File: src/design/nla_pkg.sv
package nla_pkg;

    // requester ids, queue pointers and sockets
    localparam int ID_W           = 4;
    localparam int NUM_REQUESTERS = 2 ** ID_W;
    localparam int PTR_W          = ID_W + 1;
    localparam int SOCK_W         = 3;
    localparam int STATUS_W       = 2;

    // pointer value that marks an empty queue or the end of a chain
    localparam logic [PTR_W-1:0] NIL_ID = PTR_W'(NUM_REQUESTERS);

    typedef enum logic {
        CMD_ACQUIRE = 1'b0,
        CMD_RELEASE = 1'b1
    } t_cmd;

    typedef enum logic [STATUS_W-1:0] {
        ST_OK          = 2'd0,
        ST_BAD_RELEASE = 2'd1,
        ST_DUPLICATE   = 2'd2
    } t_status;

    typedef enum logic [2:0] {
        S_IDLE,
        S_LINK,
        S_WALK,
        S_GRANT,
        S_FIXPREV,
        S_DONE
    } t_state;

    // how the successor fetched in S_GRANT is unlinked
    typedef enum logic [1:0] {
        M_SEC_ONLY,
        M_SEC_SPLICE,
        M_MAIN
    } t_mode;

endpackage

File: src/design/nla_req_if.sv
interface nla_req_if;
    logic                        valid;
    logic                        ready;
    logic                        command;
    logic [nla_pkg::ID_W-1:0]    requester;
    logic [nla_pkg::SOCK_W-1:0]  socket;

    modport source (output valid, output command, output requester, output socket,
                    input ready);
    modport sink   (input valid, input command, input requester, input socket,
                    output ready);
endinterface

File: src/design/nla_rsp_if.sv
interface nla_rsp_if;
    logic                          valid;
    logic                          ready;
    logic                          grant_valid;
    logic [nla_pkg::ID_W-1:0]      grant_id;
    logic [nla_pkg::STATUS_W-1:0]  status;

    modport source (output valid, output grant_valid, output grant_id, output status,
                    input ready);
    modport sink   (input valid, input grant_valid, input grant_id, input status,
                    output ready);
endinterface

File: src/design/nla_cfg_if.sv
interface nla_cfg_if;
    logic valid;
    logic ready;
    logic local_first;

    modport source (output valid, output local_first, input ready);
    modport sink   (input valid, input local_first, output ready);
endinterface

File: src/design/nla_ram.sv
module nla_ram #(
    parameter int WIDTH = 8,
    parameter int DEPTH = 16
) (
    input  logic                     i_clk,
    input  logic                     i_wr_en,
    input  logic [$clog2(DEPTH)-1:0] i_wr_addr,
    input  logic [WIDTH-1:0]         i_wr_data,
    input  logic [$clog2(DEPTH)-1:0] i_rd_addr,
    output logic [WIDTH-1:0]         o_rd_data
);

    logic [WIDTH-1:0] r_mem [DEPTH];
    logic [WIDTH-1:0] r_rd_data;

    // write one entry, register the read
    always_ff @(posedge i_clk) begin
        if (i_wr_en) begin
            r_mem[i_wr_addr] <= i_wr_data;
        end
        r_rd_data <= r_mem[i_rd_addr];
    end

    assign o_rd_data = r_rd_data;

endmodule

File: src/design/numa_aware_lock_arbiter.sv
// Lock arbiter for 16 requesters spread over sockets, with socket-local handoff.
// i_in   : request beats (command 0 acquire, 1 release; requester id; socket).
// o_out  : one response beat per request: grant_valid, grant_id, status.
// i_cfg  : write of local_first (1 = hand the lock to a waiter on the holder's
//          socket first, 0 = plain FIFO handoff). Always ready.
// Timing: acquires, rejected commands and releases with nobody waiting answer
// in the cycle after acceptance. An acquire that queues also blocks the input
// while S_LINK writes the tail link. A release with waiters reads the link and
// socket RAMs through one registered read port: a local walk visits one waiter
// per cycle over up to 15 waiters; then, as needed, the successor is fetched
// (S_GRANT) or the moved run is fixed up (S_FIXPREV), and S_DONE loads the
// response. The walk over the waiter chain, one RAM read per cycle, sets the rate.
// One request is in flight at a time; i_in.ready is low while it is worked on.
// A finished response waits in the output register; a stalled o_out holds it,
// and no new request is taken until it can be replaced.
// Reset (synchronous, active low) frees the lock, empties both queues, clears
// all waiting flags and sets local_first to 1. The RAMs need no clearing.
module numa_aware_lock_arbiter (
    input  logic       i_clk,
    input  logic       i_rst_n,
    nla_req_if.sink    i_in,
    nla_rsp_if.source  o_out,
    nla_cfg_if.sink    i_cfg
);

    localparam int ID_W  = nla_pkg::ID_W;
    localparam int PTR_W = nla_pkg::PTR_W;
    localparam int SW    = nla_pkg::SOCK_W;
    localparam int NR    = nla_pkg::NUM_REQUESTERS;

    nla_pkg::t_state r_state, n_state;
    nla_pkg::t_mode  r_mode, n_mode;

    logic [PTR_W-1:0] r_cur, n_cur;
    logic [PTR_W-1:0] r_prev, n_prev;
    logic [ID_W-1:0]  r_req, n_req;
    logic             r_local_first;
    logic             r_lock_busy, n_lock_busy;
    logic [ID_W-1:0]  r_holder_id, n_holder_id;
    logic [SW-1:0]    r_holder_socket, n_holder_socket;
    logic [NR-1:0]    r_is_waiting, n_is_waiting;
    logic [PTR_W-1:0] r_main_head, n_main_head;
    logic [PTR_W-1:0] r_main_tail, n_main_tail;
    logic [PTR_W-1:0] r_second_head, n_second_head;
    logic [PTR_W-1:0] r_second_tail, n_second_tail;
    logic             r_res_gv, n_res_gv;
    logic [ID_W-1:0]  r_res_id, n_res_id;
    logic             r_out_valid, n_out_valid;
    logic             r_out_gv, n_out_gv;
    logic [ID_W-1:0]  r_out_id, n_out_id;
    logic [nla_pkg::STATUS_W-1:0] r_out_status, n_out_status;

    logic             in_acc;
    logic             out_free;
    logic             link_we;
    logic [ID_W-1:0]  link_waddr;
    logic [PTR_W-1:0] link_wdata;
    logic [PTR_W-1:0] link_rdata;
    logic             sock_we;
    logic [SW-1:0]    sock_rdata;
    logic [ID_W-1:0]  rd_addr;

    // handshakes
    assign out_free    = !r_out_valid || o_out.ready;
    assign i_in.ready  = (r_state == nla_pkg::S_IDLE) && out_free;
    assign in_acc      = i_in.valid && i_in.ready;
    assign i_cfg.ready = 1'b1;

    assign o_out.valid       = r_out_valid;
    assign o_out.grant_valid = r_out_gv;
    assign o_out.grant_id    = r_out_id;
    assign o_out.status      = r_out_status;

    // the RAMs read the entry that r_cur will point at
    assign rd_addr = n_cur[ID_W-1:0];
    assign sock_we = in_acc && (i_in.command == nla_pkg::CMD_ACQUIRE) && r_lock_busy
                     && !r_is_waiting[i_in.requester] && (r_holder_id != i_in.requester);

    nla_ram #(.WIDTH(PTR_W), .DEPTH(NR)) u_link_ram (
        .i_clk     (i_clk),
        .i_wr_en   (link_we),
        .i_wr_addr (link_waddr),
        .i_wr_data (link_wdata),
        .i_rd_addr (rd_addr),
        .o_rd_data (link_rdata)
    );

    nla_ram #(.WIDTH(SW), .DEPTH(NR)) u_sock_ram (
        .i_clk     (i_clk),
        .i_wr_en   (sock_we),
        .i_wr_addr (i_in.requester),
        .i_wr_data (i_in.socket),
        .i_rd_addr (rd_addr),
        .o_rd_data (sock_rdata)
    );

    // next state, queue bookkeeping and RAM writes
    always_comb begin
        n_state         = r_state;
        n_mode          = r_mode;
        n_cur           = r_cur;
        n_prev          = r_prev;
        n_req           = r_req;
        n_lock_busy     = r_lock_busy;
        n_holder_id     = r_holder_id;
        n_holder_socket = r_holder_socket;
        n_is_waiting    = r_is_waiting;
        n_main_head     = r_main_head;
        n_main_tail     = r_main_tail;
        n_second_head   = r_second_head;
        n_second_tail   = r_second_tail;
        n_res_gv        = r_res_gv;
        n_res_id        = r_res_id;
        n_out_valid     = r_out_valid;
        n_out_gv        = r_out_gv;
        n_out_id        = r_out_id;
        n_out_status    = r_out_status;
        link_we         = 1'b0;
        link_waddr      = r_main_tail[ID_W-1:0];
        link_wdata      = nla_pkg::NIL_ID;

        // drop a response beat once taken
        if (r_out_valid && o_out.ready) begin
            n_out_valid = 1'b0;
        end

        case (r_state)
            nla_pkg::S_IDLE: begin
                if (in_acc) begin
                    n_req        = i_in.requester;
                    n_out_valid  = 1'b1;
                    n_out_gv     = 1'b0;
                    n_out_id     = '0;
                    n_out_status = nla_pkg::ST_OK;
                    if (i_in.command == nla_pkg::CMD_ACQUIRE) begin
                        if (r_is_waiting[i_in.requester]
                            || (r_lock_busy && r_holder_id == i_in.requester)) begin
                            n_out_status = nla_pkg::ST_DUPLICATE;
                        end else if (!r_lock_busy) begin
                            n_lock_busy     = 1'b1;
                            n_holder_id     = i_in.requester;
                            n_holder_socket = i_in.socket;
                            n_out_gv        = 1'b1;
                            n_out_id        = i_in.requester;
                        end else begin
                            // new waiter: terminate its link, append next cycle
                            link_we    = 1'b1;
                            link_waddr = i_in.requester;
                            link_wdata = nla_pkg::NIL_ID;
                            n_is_waiting[i_in.requester] = 1'b1;
                            n_state    = nla_pkg::S_LINK;
                        end
                    end else begin
                        if (!r_lock_busy || r_holder_id != i_in.requester) begin
                            n_out_status = nla_pkg::ST_BAD_RELEASE;
                        end else if (r_main_head == nla_pkg::NIL_ID
                                     && r_second_head == nla_pkg::NIL_ID) begin
                            n_lock_busy = 1'b0;
                        end else begin
                            // response comes after the successor is found
                            n_out_valid = r_out_valid && !o_out.ready;
                            if (r_main_head == nla_pkg::NIL_ID) begin
                                n_cur   = r_second_head;
                                n_mode  = nla_pkg::M_SEC_ONLY;
                                n_state = nla_pkg::S_GRANT;
                            end else if (r_local_first) begin
                                n_cur   = r_main_head;
                                n_prev  = nla_pkg::NIL_ID;
                                n_state = nla_pkg::S_WALK;
                            end else if (r_second_head != nla_pkg::NIL_ID) begin
                                n_cur   = r_second_head;
                                n_mode  = nla_pkg::M_SEC_SPLICE;
                                n_state = nla_pkg::S_GRANT;
                            end else begin
                                n_cur   = r_main_head;
                                n_mode  = nla_pkg::M_MAIN;
                                n_state = nla_pkg::S_GRANT;
                            end
                        end
                    end
                end
            end

            nla_pkg::S_LINK: begin
                // append the new waiter to the main queue
                if (r_main_tail == nla_pkg::NIL_ID) begin
                    n_main_head = {1'b0, r_req};
                end else begin
                    link_we    = 1'b1;
                    link_waddr = r_main_tail[ID_W-1:0];
                    link_wdata = {1'b0, r_req};
                end
                n_main_tail = {1'b0, r_req};
                n_state     = nla_pkg::S_IDLE;
            end

            nla_pkg::S_WALK: begin
                if (sock_rdata == r_holder_socket) begin
                    // same-socket waiter found: grant it, move the skipped ones
                    n_holder_id     = r_cur[ID_W-1:0];
                    n_holder_socket = sock_rdata;
                    n_is_waiting[r_cur[ID_W-1:0]] = 1'b0;
                    n_res_gv        = 1'b1;
                    n_res_id        = r_cur[ID_W-1:0];
                    n_main_head     = link_rdata;
                    if (link_rdata == nla_pkg::NIL_ID) begin
                        n_main_tail = nla_pkg::NIL_ID;
                    end
                    if (r_prev != nla_pkg::NIL_ID) begin
                        if (r_second_head == nla_pkg::NIL_ID) begin
                            n_second_head = r_main_head;
                        end else begin
                            link_we    = 1'b1;
                            link_waddr = r_second_tail[ID_W-1:0];
                            link_wdata = r_main_head;
                        end
                        n_second_tail = r_prev;
                        n_state       = nla_pkg::S_FIXPREV;
                    end else begin
                        n_state = nla_pkg::S_DONE;
                    end
                end else if (link_rdata == nla_pkg::NIL_ID) begin
                    // no local waiter: fall back to queue order
                    if (r_second_head != nla_pkg::NIL_ID) begin
                        n_cur  = r_second_head;
                        n_mode = nla_pkg::M_SEC_SPLICE;
                    end else begin
                        n_cur  = r_main_head;
                        n_mode = nla_pkg::M_MAIN;
                    end
                    n_state = nla_pkg::S_GRANT;
                end else begin
                    // advance one waiter
                    n_prev = r_cur;
                    n_cur  = link_rdata;
                end
            end

            nla_pkg::S_GRANT: begin
                n_holder_id     = r_cur[ID_W-1:0];
                n_holder_socket = sock_rdata;
                n_is_waiting[r_cur[ID_W-1:0]] = 1'b0;
                n_res_gv        = 1'b1;
                n_res_id        = r_cur[ID_W-1:0];
                case (r_mode)
                    nla_pkg::M_SEC_ONLY: begin
                        n_main_head   = link_rdata;
                        n_main_tail   = (link_rdata == nla_pkg::NIL_ID) ? nla_pkg::NIL_ID
                                                                        : r_second_tail;
                        n_second_head = nla_pkg::NIL_ID;
                        n_second_tail = nla_pkg::NIL_ID;
                    end
                    nla_pkg::M_SEC_SPLICE: begin
                        // secondary tail now points at the main head
                        link_we       = 1'b1;
                        link_waddr    = r_second_tail[ID_W-1:0];
                        link_wdata    = r_main_head;
                        n_main_head   = (r_cur == r_second_tail) ? r_main_head : link_rdata;
                        n_second_head = nla_pkg::NIL_ID;
                        n_second_tail = nla_pkg::NIL_ID;
                    end
                    default: begin
                        n_main_head = link_rdata;
                        if (link_rdata == nla_pkg::NIL_ID) begin
                            n_main_tail = nla_pkg::NIL_ID;
                        end
                    end
                endcase
                n_state = nla_pkg::S_DONE;
            end

            nla_pkg::S_FIXPREV: begin
                // terminate the moved run at its last waiter
                link_we    = 1'b1;
                link_waddr = r_prev[ID_W-1:0];
                link_wdata = nla_pkg::NIL_ID;
                n_state    = nla_pkg::S_DONE;
            end

            nla_pkg::S_DONE: begin
                if (out_free) begin
                    n_out_valid  = 1'b1;
                    n_out_gv     = r_res_gv;
                    n_out_id     = r_res_id;
                    n_out_status = nla_pkg::ST_OK;
                    n_state      = nla_pkg::S_IDLE;
                end
            end

            default: begin
                n_state = nla_pkg::S_IDLE;
            end
        endcase
    end

    // state register
    always_ff @(posedge i_clk) begin
        if (!i_rst_n) begin
            r_state <= nla_pkg::S_IDLE;
        end else begin
            r_state <= n_state;
        end
    end

    // control registers
    always_ff @(posedge i_clk) begin
        if (!i_rst_n) begin
            r_local_first   <= 1'b1;
            r_lock_busy     <= 1'b0;
            r_holder_id     <= '0;
            r_holder_socket <= '0;
            r_is_waiting    <= '0;
            r_main_head     <= nla_pkg::NIL_ID;
            r_main_tail     <= nla_pkg::NIL_ID;
            r_second_head   <= nla_pkg::NIL_ID;
            r_second_tail   <= nla_pkg::NIL_ID;
            r_out_valid     <= 1'b0;
        end else begin
            if (i_cfg.valid) begin
                r_local_first <= i_cfg.local_first;
            end
            r_lock_busy     <= n_lock_busy;
            r_holder_id     <= n_holder_id;
            r_holder_socket <= n_holder_socket;
            r_is_waiting    <= n_is_waiting;
            r_main_head     <= n_main_head;
            r_main_tail     <= n_main_tail;
            r_second_head   <= n_second_head;
            r_second_tail   <= n_second_tail;
            r_out_valid     <= n_out_valid;
        end
    end

    // payload registers
    always_ff @(posedge i_clk) begin
        r_mode       <= n_mode;
        r_cur        <= n_cur;
        r_prev       <= n_prev;
        r_req        <= n_req;
        r_res_gv     <= n_res_gv;
        r_res_id     <= n_res_id;
        r_out_gv     <= n_out_gv;
        r_out_id     <= n_out_id;
        r_out_status <= n_out_status;
    end

    // a free lock has no waiters
    a_free_no_waiters: assert property (@(posedge i_clk) disable iff (!i_rst_n)
        !r_lock_busy |-> (r_is_waiting == '0))
        else $error("lock free while requesters wait");

    // the holder is never also queued
    a_holder_not_waiting: assert property (@(posedge i_clk) disable iff (!i_rst_n)
        r_lock_busy |-> !r_is_waiting[r_holder_id])
        else $error("holder marked as waiting");

    // empty queues at rest mean nobody waits
    a_empty_queues: assert property (@(posedge i_clk) disable iff (!i_rst_n)
        (r_state == nla_pkg::S_IDLE && r_main_head == nla_pkg::NIL_ID
         && r_second_head == nla_pkg::NIL_ID) |-> (r_is_waiting == '0))
        else $error("waiters lost from both queues");

endmodule
File: src/flat_wrapper.sv
// flat-port wrapper written by rule: the top's interface ports become plain ports
module numa_aware_lock_arbiter_flat 
  (i_clk, i_rst_n, i_in_valid, i_in_command, i_in_requester, i_in_socket, i_in_ready, o_out_valid, o_out_grant_valid, o_out_grant_id, o_out_status, o_out_ready, i_cfg_valid, i_cfg_local_first, i_cfg_ready);
  nla_req_if i_in_i ();
  nla_rsp_if o_out_i ();
  nla_cfg_if i_cfg_i ();
  input  logic i_clk;
  input  logic i_rst_n;
  input wire logic [$bits(i_in_i.valid)-1:0] i_in_valid;
  input wire logic [$bits(i_in_i.command)-1:0] i_in_command;
  input wire logic [$bits(i_in_i.requester)-1:0] i_in_requester;
  input wire logic [$bits(i_in_i.socket)-1:0] i_in_socket;
  output wire logic [$bits(i_in_i.ready)-1:0] i_in_ready;
  output wire logic [$bits(o_out_i.valid)-1:0] o_out_valid;
  output wire logic [$bits(o_out_i.grant_valid)-1:0] o_out_grant_valid;
  output wire logic [$bits(o_out_i.grant_id)-1:0] o_out_grant_id;
  output wire logic [$bits(o_out_i.status)-1:0] o_out_status;
  input wire logic [$bits(o_out_i.ready)-1:0] o_out_ready;
  input wire logic [$bits(i_cfg_i.valid)-1:0] i_cfg_valid;
  input wire logic [$bits(i_cfg_i.local_first)-1:0] i_cfg_local_first;
  output wire logic [$bits(i_cfg_i.ready)-1:0] i_cfg_ready;
  assign i_in_i.valid = i_in_valid;
  assign i_in_i.command = i_in_command;
  assign i_in_i.requester = i_in_requester;
  assign i_in_i.socket = i_in_socket;
  assign i_in_ready = i_in_i.ready;
  assign o_out_valid = o_out_i.valid;
  assign o_out_grant_valid = o_out_i.grant_valid;
  assign o_out_grant_id = o_out_i.grant_id;
  assign o_out_status = o_out_i.status;
  assign o_out_i.ready = o_out_ready;
  assign i_cfg_i.valid = i_cfg_valid;
  assign i_cfg_i.local_first = i_cfg_local_first;
  assign i_cfg_ready = i_cfg_i.ready;
  numa_aware_lock_arbiter u_core (.i_clk(i_clk), .i_rst_n(i_rst_n), .i_in(i_in_i), .o_out(o_out_i), .i_cfg(i_cfg_i));
endmodule
File: config.mk
export PLATFORM = sky130hd
export DESIGN_NAME = numa_aware_lock_arbiter_flat
export DESIGN_NICKNAME = d
export VERILOG_FILES = /design/src/design/nla_pkg.sv /design/src/design/nla_req_if.sv /design/src/design/nla_rsp_if.sv /design/src/design/nla_cfg_if.sv /design/src/design/nla_ram.sv /design/src/design/numa_aware_lock_arbiter.sv /design/src/flat_wrapper.sv
export SDC_FILE = /design/constraint.sdc
export NUM_CORES = 1
export LEC_CHECK = 0
export ABC_CLOCK_PERIOD_IN_PS = 4500
export BUFFER_PORTS_ARGS = -buffer_cell sky130_fd_sc_hd__buf_2
export CAP_MARGIN = 20
export CORE_UTILIZATION = 62
export CTS_CLUSTER_SIZE = 16
export DETAILED_ROUTE_END_ITERATION = 10
export GPL_TIMING_DRIVEN = 0
export PLACE_DENSITY = 0.79
export SLEW_MARGIN = 0
export SYNTH_ARGS = -nofsm -noshare
export SYNTH_HDL_FRONTEND = slang
export SYNTH_SLANG_ARGS = --single-unit
export TNS_END_PERCENT = 1
File: constraint.sdc
create_clock -name i_clk -period 4.5 [get_ports i_clk]
set_input_delay 0.675 -clock i_clk [delete_from_list [all_inputs] [get_ports i_clk]]
set_output_delay 0.675 -clock i_clk [all_outputs]
set_load 0.01 [all_outputs]
==> tab_implementation.tex <==
\begin{tabular}{lr}
\hline
Metric & Value \\
\hline
\multicolumn{2}{l}{\textbf{Run status}} \\
Run status & finished with violations \\
Violated checks & design-rule violations \\
\multicolumn{2}{l}{\textbf{Clock tree}} \\
Clock-pin slew of the registers on the worst-case setup and hold paths & 0.06 ns \\
Clock buffer depth & 3 \\
Hold\_buf cts & 0 \\
Clock latency reported for the late side of the worst-skew pair & 0.50 ns \\
Total clock sinks & 212 \\
Postcts setup bufs & 0 \\
Level count of the clock H-tree & 1 \\
CTS tree & yes \\
Total clock buffers created by CTS & 22 \\
Clock root buffer & sky130\_fd\_sc\_hd\_\_clkbuf\_16 \\
Post-cts repair resize count & 0 \\
\multicolumn{2}{l}{\textbf{Yosys}} \\
Dominant register cell in the synthesized netlist & sky130\_fd\_sc\_hd\_\_edfxtp\_1 \\
Share of synthesized cell area in and, or, nand and nor gates & 14.54\% \\
Cell with the most instances after synthesis & sky130\_fd\_sc\_hd\_\_edfxtp\_1 \\
Post-Synth XOR/XNOR Area & 1.086\% \\
Post-synth EDFFs & 151 \\
Area fraction of the dominant cell type after synthesis & 46.87\% \\
Instance count of the mapped netlist & 808 \\
Area fraction in compound gates after synthesis & 14.27\% \\
Async S/R FF share, synth & 0\% \\
Syn. warnings & 0 \\
Sequential share of the synthesized area & 59.49\% \\
Combined area of all synthesized cells & 9674 um2 \\
Share of cell area taken by muxes after synthesis & 7.889\% \\
Combinational family with the most area after synthesis & simple AND/OR/NAND/NOR gates \\
Largest cells by area after synthesis & sky130\_fd\_sc\_hd\_\_edfxtp\_1 (47\%), sky130\_fd\_sc\_hd\_\_dfxtp\_1 (13\%), sky130\_fd\_sc\_hd\_\_mux2i\_1 (6.7\%), sky130\_fd\_sc\_hd\_\_a22oi\_1 (2.6\%), sky130\_fd\_sc\_hd\_\_nand2\_1 (2.6\%) \\
Number of nets produced by synthesis & 822 \\
Most used standard cells in the synthesized netlist & sky130\_fd\_sc\_hd\_\_edfxtp\_1 (151), sky130\_fd\_sc\_hd\_\_nand2\_1 (67), sky130\_fd\_sc\_hd\_\_mux2i\_1 (65) \\
Mean post-synth cell area & 11.97 um2 \\
Count of distinct cell types in the synthesized netlist & 75 \\
Register bit total from synthesis & 212 \\
Share of synthesized cell area in full adder, half adder and majority cells & 0\% \\
Cell type with the highest aggregate area in the netlist & sky130\_fd\_sc\_hd\_\_edfxtp\_1 \\
\multicolumn{2}{l}{\textbf{Routing}} \\
Antenna-violating nets left & 0 \\
Vias after detailed routing & 7126 \\
WL final & 26200 um \\
Drt initial violations & 847 \\
Number of design rule violations left after detail routing & 1 \\
Detailed Routing Iterations Pass 1 & 8 \\
Detailed-route wire length per cell & 24.65 um \\
Via density & 6.704 \\
\multicolumn{2}{l}{\textbf{Placement}} \\
Number of input and output port buffers inserted & 22 \\
Placed standard-cell area & 10040 um2 \\
Pre-CTS setup slack & -0.1341 ns \\
DP Wirelength & 18980 um \\
Number of cells in the design after placement & 1020 \\
GP Congestion & 0.9703 \\
\multicolumn{2}{l}{\textbf{Floorplanning}} \\
Overall die width & 126.9 um \\
Effective utilization at floorplan & 63.64\% \\
Placeable core region & 15200 um2 \\
Die Y & 126.9 um \\
Die area & 16110 um2 \\
Site row count & 45 \\
IO Count & 24 \\
\multicolumn{2}{l}{\textbf{STA}} \\
Final worst path period need & 4.183 ns \\
Fraction of the cycle the final worst path needs & 92.95\% \\
Final sum of negative setup slack & 0 ns \\
Worst path setup slack after routing & 0.3175 ns \\
Slew HR & 20.15\% \\
Unrepaired setup endpoints after global routing & no \\
Number of pins with negative max-slew slack in the final report & 0 \\
Max Clk Rate & 239.1 MHz \\
Count of final hold-check violations & 0 \\
Worst Tran Pin Value & 1.189 ns \\
Clock Skew & 0.01210 ns \\
Worst hold slack & 0.3964 ns \\
Final setup violation count & 0 \\
\multicolumn{2}{l}{\textbf{Critical path}} \\
Highest-delay cell along the critical path & sky130\_fd\_sc\_hd\_\_mux4\_2 \\
Critical Setup Path Class & input pin to register \\
CP Cell Sequence & buf\_2 -> clkbuf\_1 -> mux4\_2 -> mux4\_2 -> nor4\_4 -> buf\_6 -> and2\_1 -> nor2\_1 -> o22ai\_2 -> nand3\_1 -> nor2\_1 \\
Worst EP arrival & 4.32 ns \\
Required arrival time at the worst endpoint & 4.64 ns \\
Kind of end point of the critical path & register \\
CP max stage delay & 0.62 ns \\
Largest fanout on the critical path & 10 \\
Critical path startpoint category & input pin \\
\multicolumn{2}{l}{\textbf{Cells and area}} \\
Max FFs per register & 80 \\
\# fillers & 1074 \\
Multi-input logic area & 3664 um2 \\
Synthesis-to-layout area growth & 11.37\% \\
Register area & 5756 um2 \\
Final std cells w/o fill & 1063 \\
Utilization of the core after routing & 70.87\% \\
Ratio of cells with drive above 1 in the final layout & 11.43\% \\
Final net count & 873 \\
Largest registers in the final layout & u\_core.u\_link\_ram.r\_mem: 80 flops, u\_core.u\_sock\_ram.r\_mem: 48 flops, u\_core.r\_is\_waiting: 16 flops \\
Antenna diode instance count & 0 \\
Final design area excluding fillers & 10770 um2 \\
Largest reg by FF count & u\_core.u\_link\_ram.r\_mem \\
\multicolumn{2}{l}{\textbf{Power and ir drop}} \\
Leak pwr & 3.633 nW \\
PwrDens & 462.2 nW/um2 \\
Highest ir drop seen on vdd & 0.4023 mV \\
Post-layout total power & 4.979 mW \\
\multicolumn{2}{l}{\textbf{GRT}} \\
GRT Residual Overflow & 0 \\
Maximum number of pins on one net before global-route repair & 18 \\
Wire length of the first global-routing pass & 40030 um \\
Number of global-route vias before repair & 6937 \\
Number of antenna violations at the first check in global routing & 1 \\
Total GRT Usage & 33.50\% \\
\multicolumn{2}{l}{\textbf{Job}} \\
Number of maximum-capacitance constraint violations & 0 \\
\multicolumn{2}{l}{\textbf{Worst hold path}} \\
Class of the worst hold path & input pin to register \\
\hline
\end{tabular}
power breakdown:
| part | internal, mW | total [mW] | switching [mW] | leakage (nW) |
|---|---|---|---|---|
| Clock | 1.05 | 1.77 | 0.727 | 0.339 |
| Combinational | 0.362 | 0.956 | 0.594 | 1.41 |
| Sequential | 2.16 | 2.25 | 0.0876 | 1.89 |
| Total | 3.57 | 4.98 | 1.41 | 3.63 |
layout by cell type (no fill, tap or decap), types with 22 or more instances in the layout:
cell and n:
sky130_fd_sc_hd__dfxtp_1 61, sky130_fd_sc_hd__edfxtp_1 151, sky130_fd_sc_hd__a21oi_1 29, sky130_fd_sc_hd__a22oi_1 34, sky130_fd_sc_hd__buf_2 30, sky130_fd_sc_hd__nand2_1 67, sky130_fd_sc_hd__nor2_1 52, sky130_fd_sc_hd__clkbuf_16 23
sky130_fd_sc_hd__o21a_1 22, sky130_fd_sc_hd__mux2i_1 65, sky130_fd_sc_hd__clkbuf_1 33, sky130_fd_sc_hd__nand3_1 22
critical path, delay by kind of cell:
family	cells	cell delay, ns
mux	2	1.00
simple gates	5	1.52
buf+inv	3	0.86
compound gates	1	0.25
cells by family after synthesis:
family / after synthesis
and+or+nand+nor: 262
DFF: 212
AOI/OAI and AO/OA: 191
muxes: 70
buffers and inverters: 60
xor gates and xnor gates: 12
other: 1
path summary, 6_finish.rpt:
path                                   from                                      end  slack (ns)  depth (start not counted)
min                       i_cfg_local_first        u_core.r_local_first$_SDFFE_PN1P_        0.40                          3
max                       i_in_requester[1]  u_core.u_link_ram.r_mem[9][2]$_DFFE_PP_        0.32                         11
min reg2reg         u_core.r_cur[0]$_DFF_P_             u_core.r_res_id[0]$_DFFE_PP_        0.43                          0
max reg2reg  u_core.r_state[2]$_SDFFE_PN0P_   u_core.u_link_ram.o_rd_data[1]$_DFF_P_        0.57                         11
layout make-up:
type | count | area share [%]
tap | 188 | 2.183
inverter | 15 | 0.5226
multi-input combinational | 536 | 34.00
timing repair buffer | 27 | 1.347
clock inverter | 15 | 1.219
sequential | 212 | 53.42
buffer | 45 | 1.893
clock buffer | 25 | 5.412
layer usage:
layer	wire length, um	up-vias	global-route usage (%)
li1	-	3158	-
met1	10920	3444	47.30
met2	12110	454	53.39
met3	2434	68	5.356
met4	732	2	10.99
met5	13	-	0
Note: power is estimated with default switching activity, not from simulation.
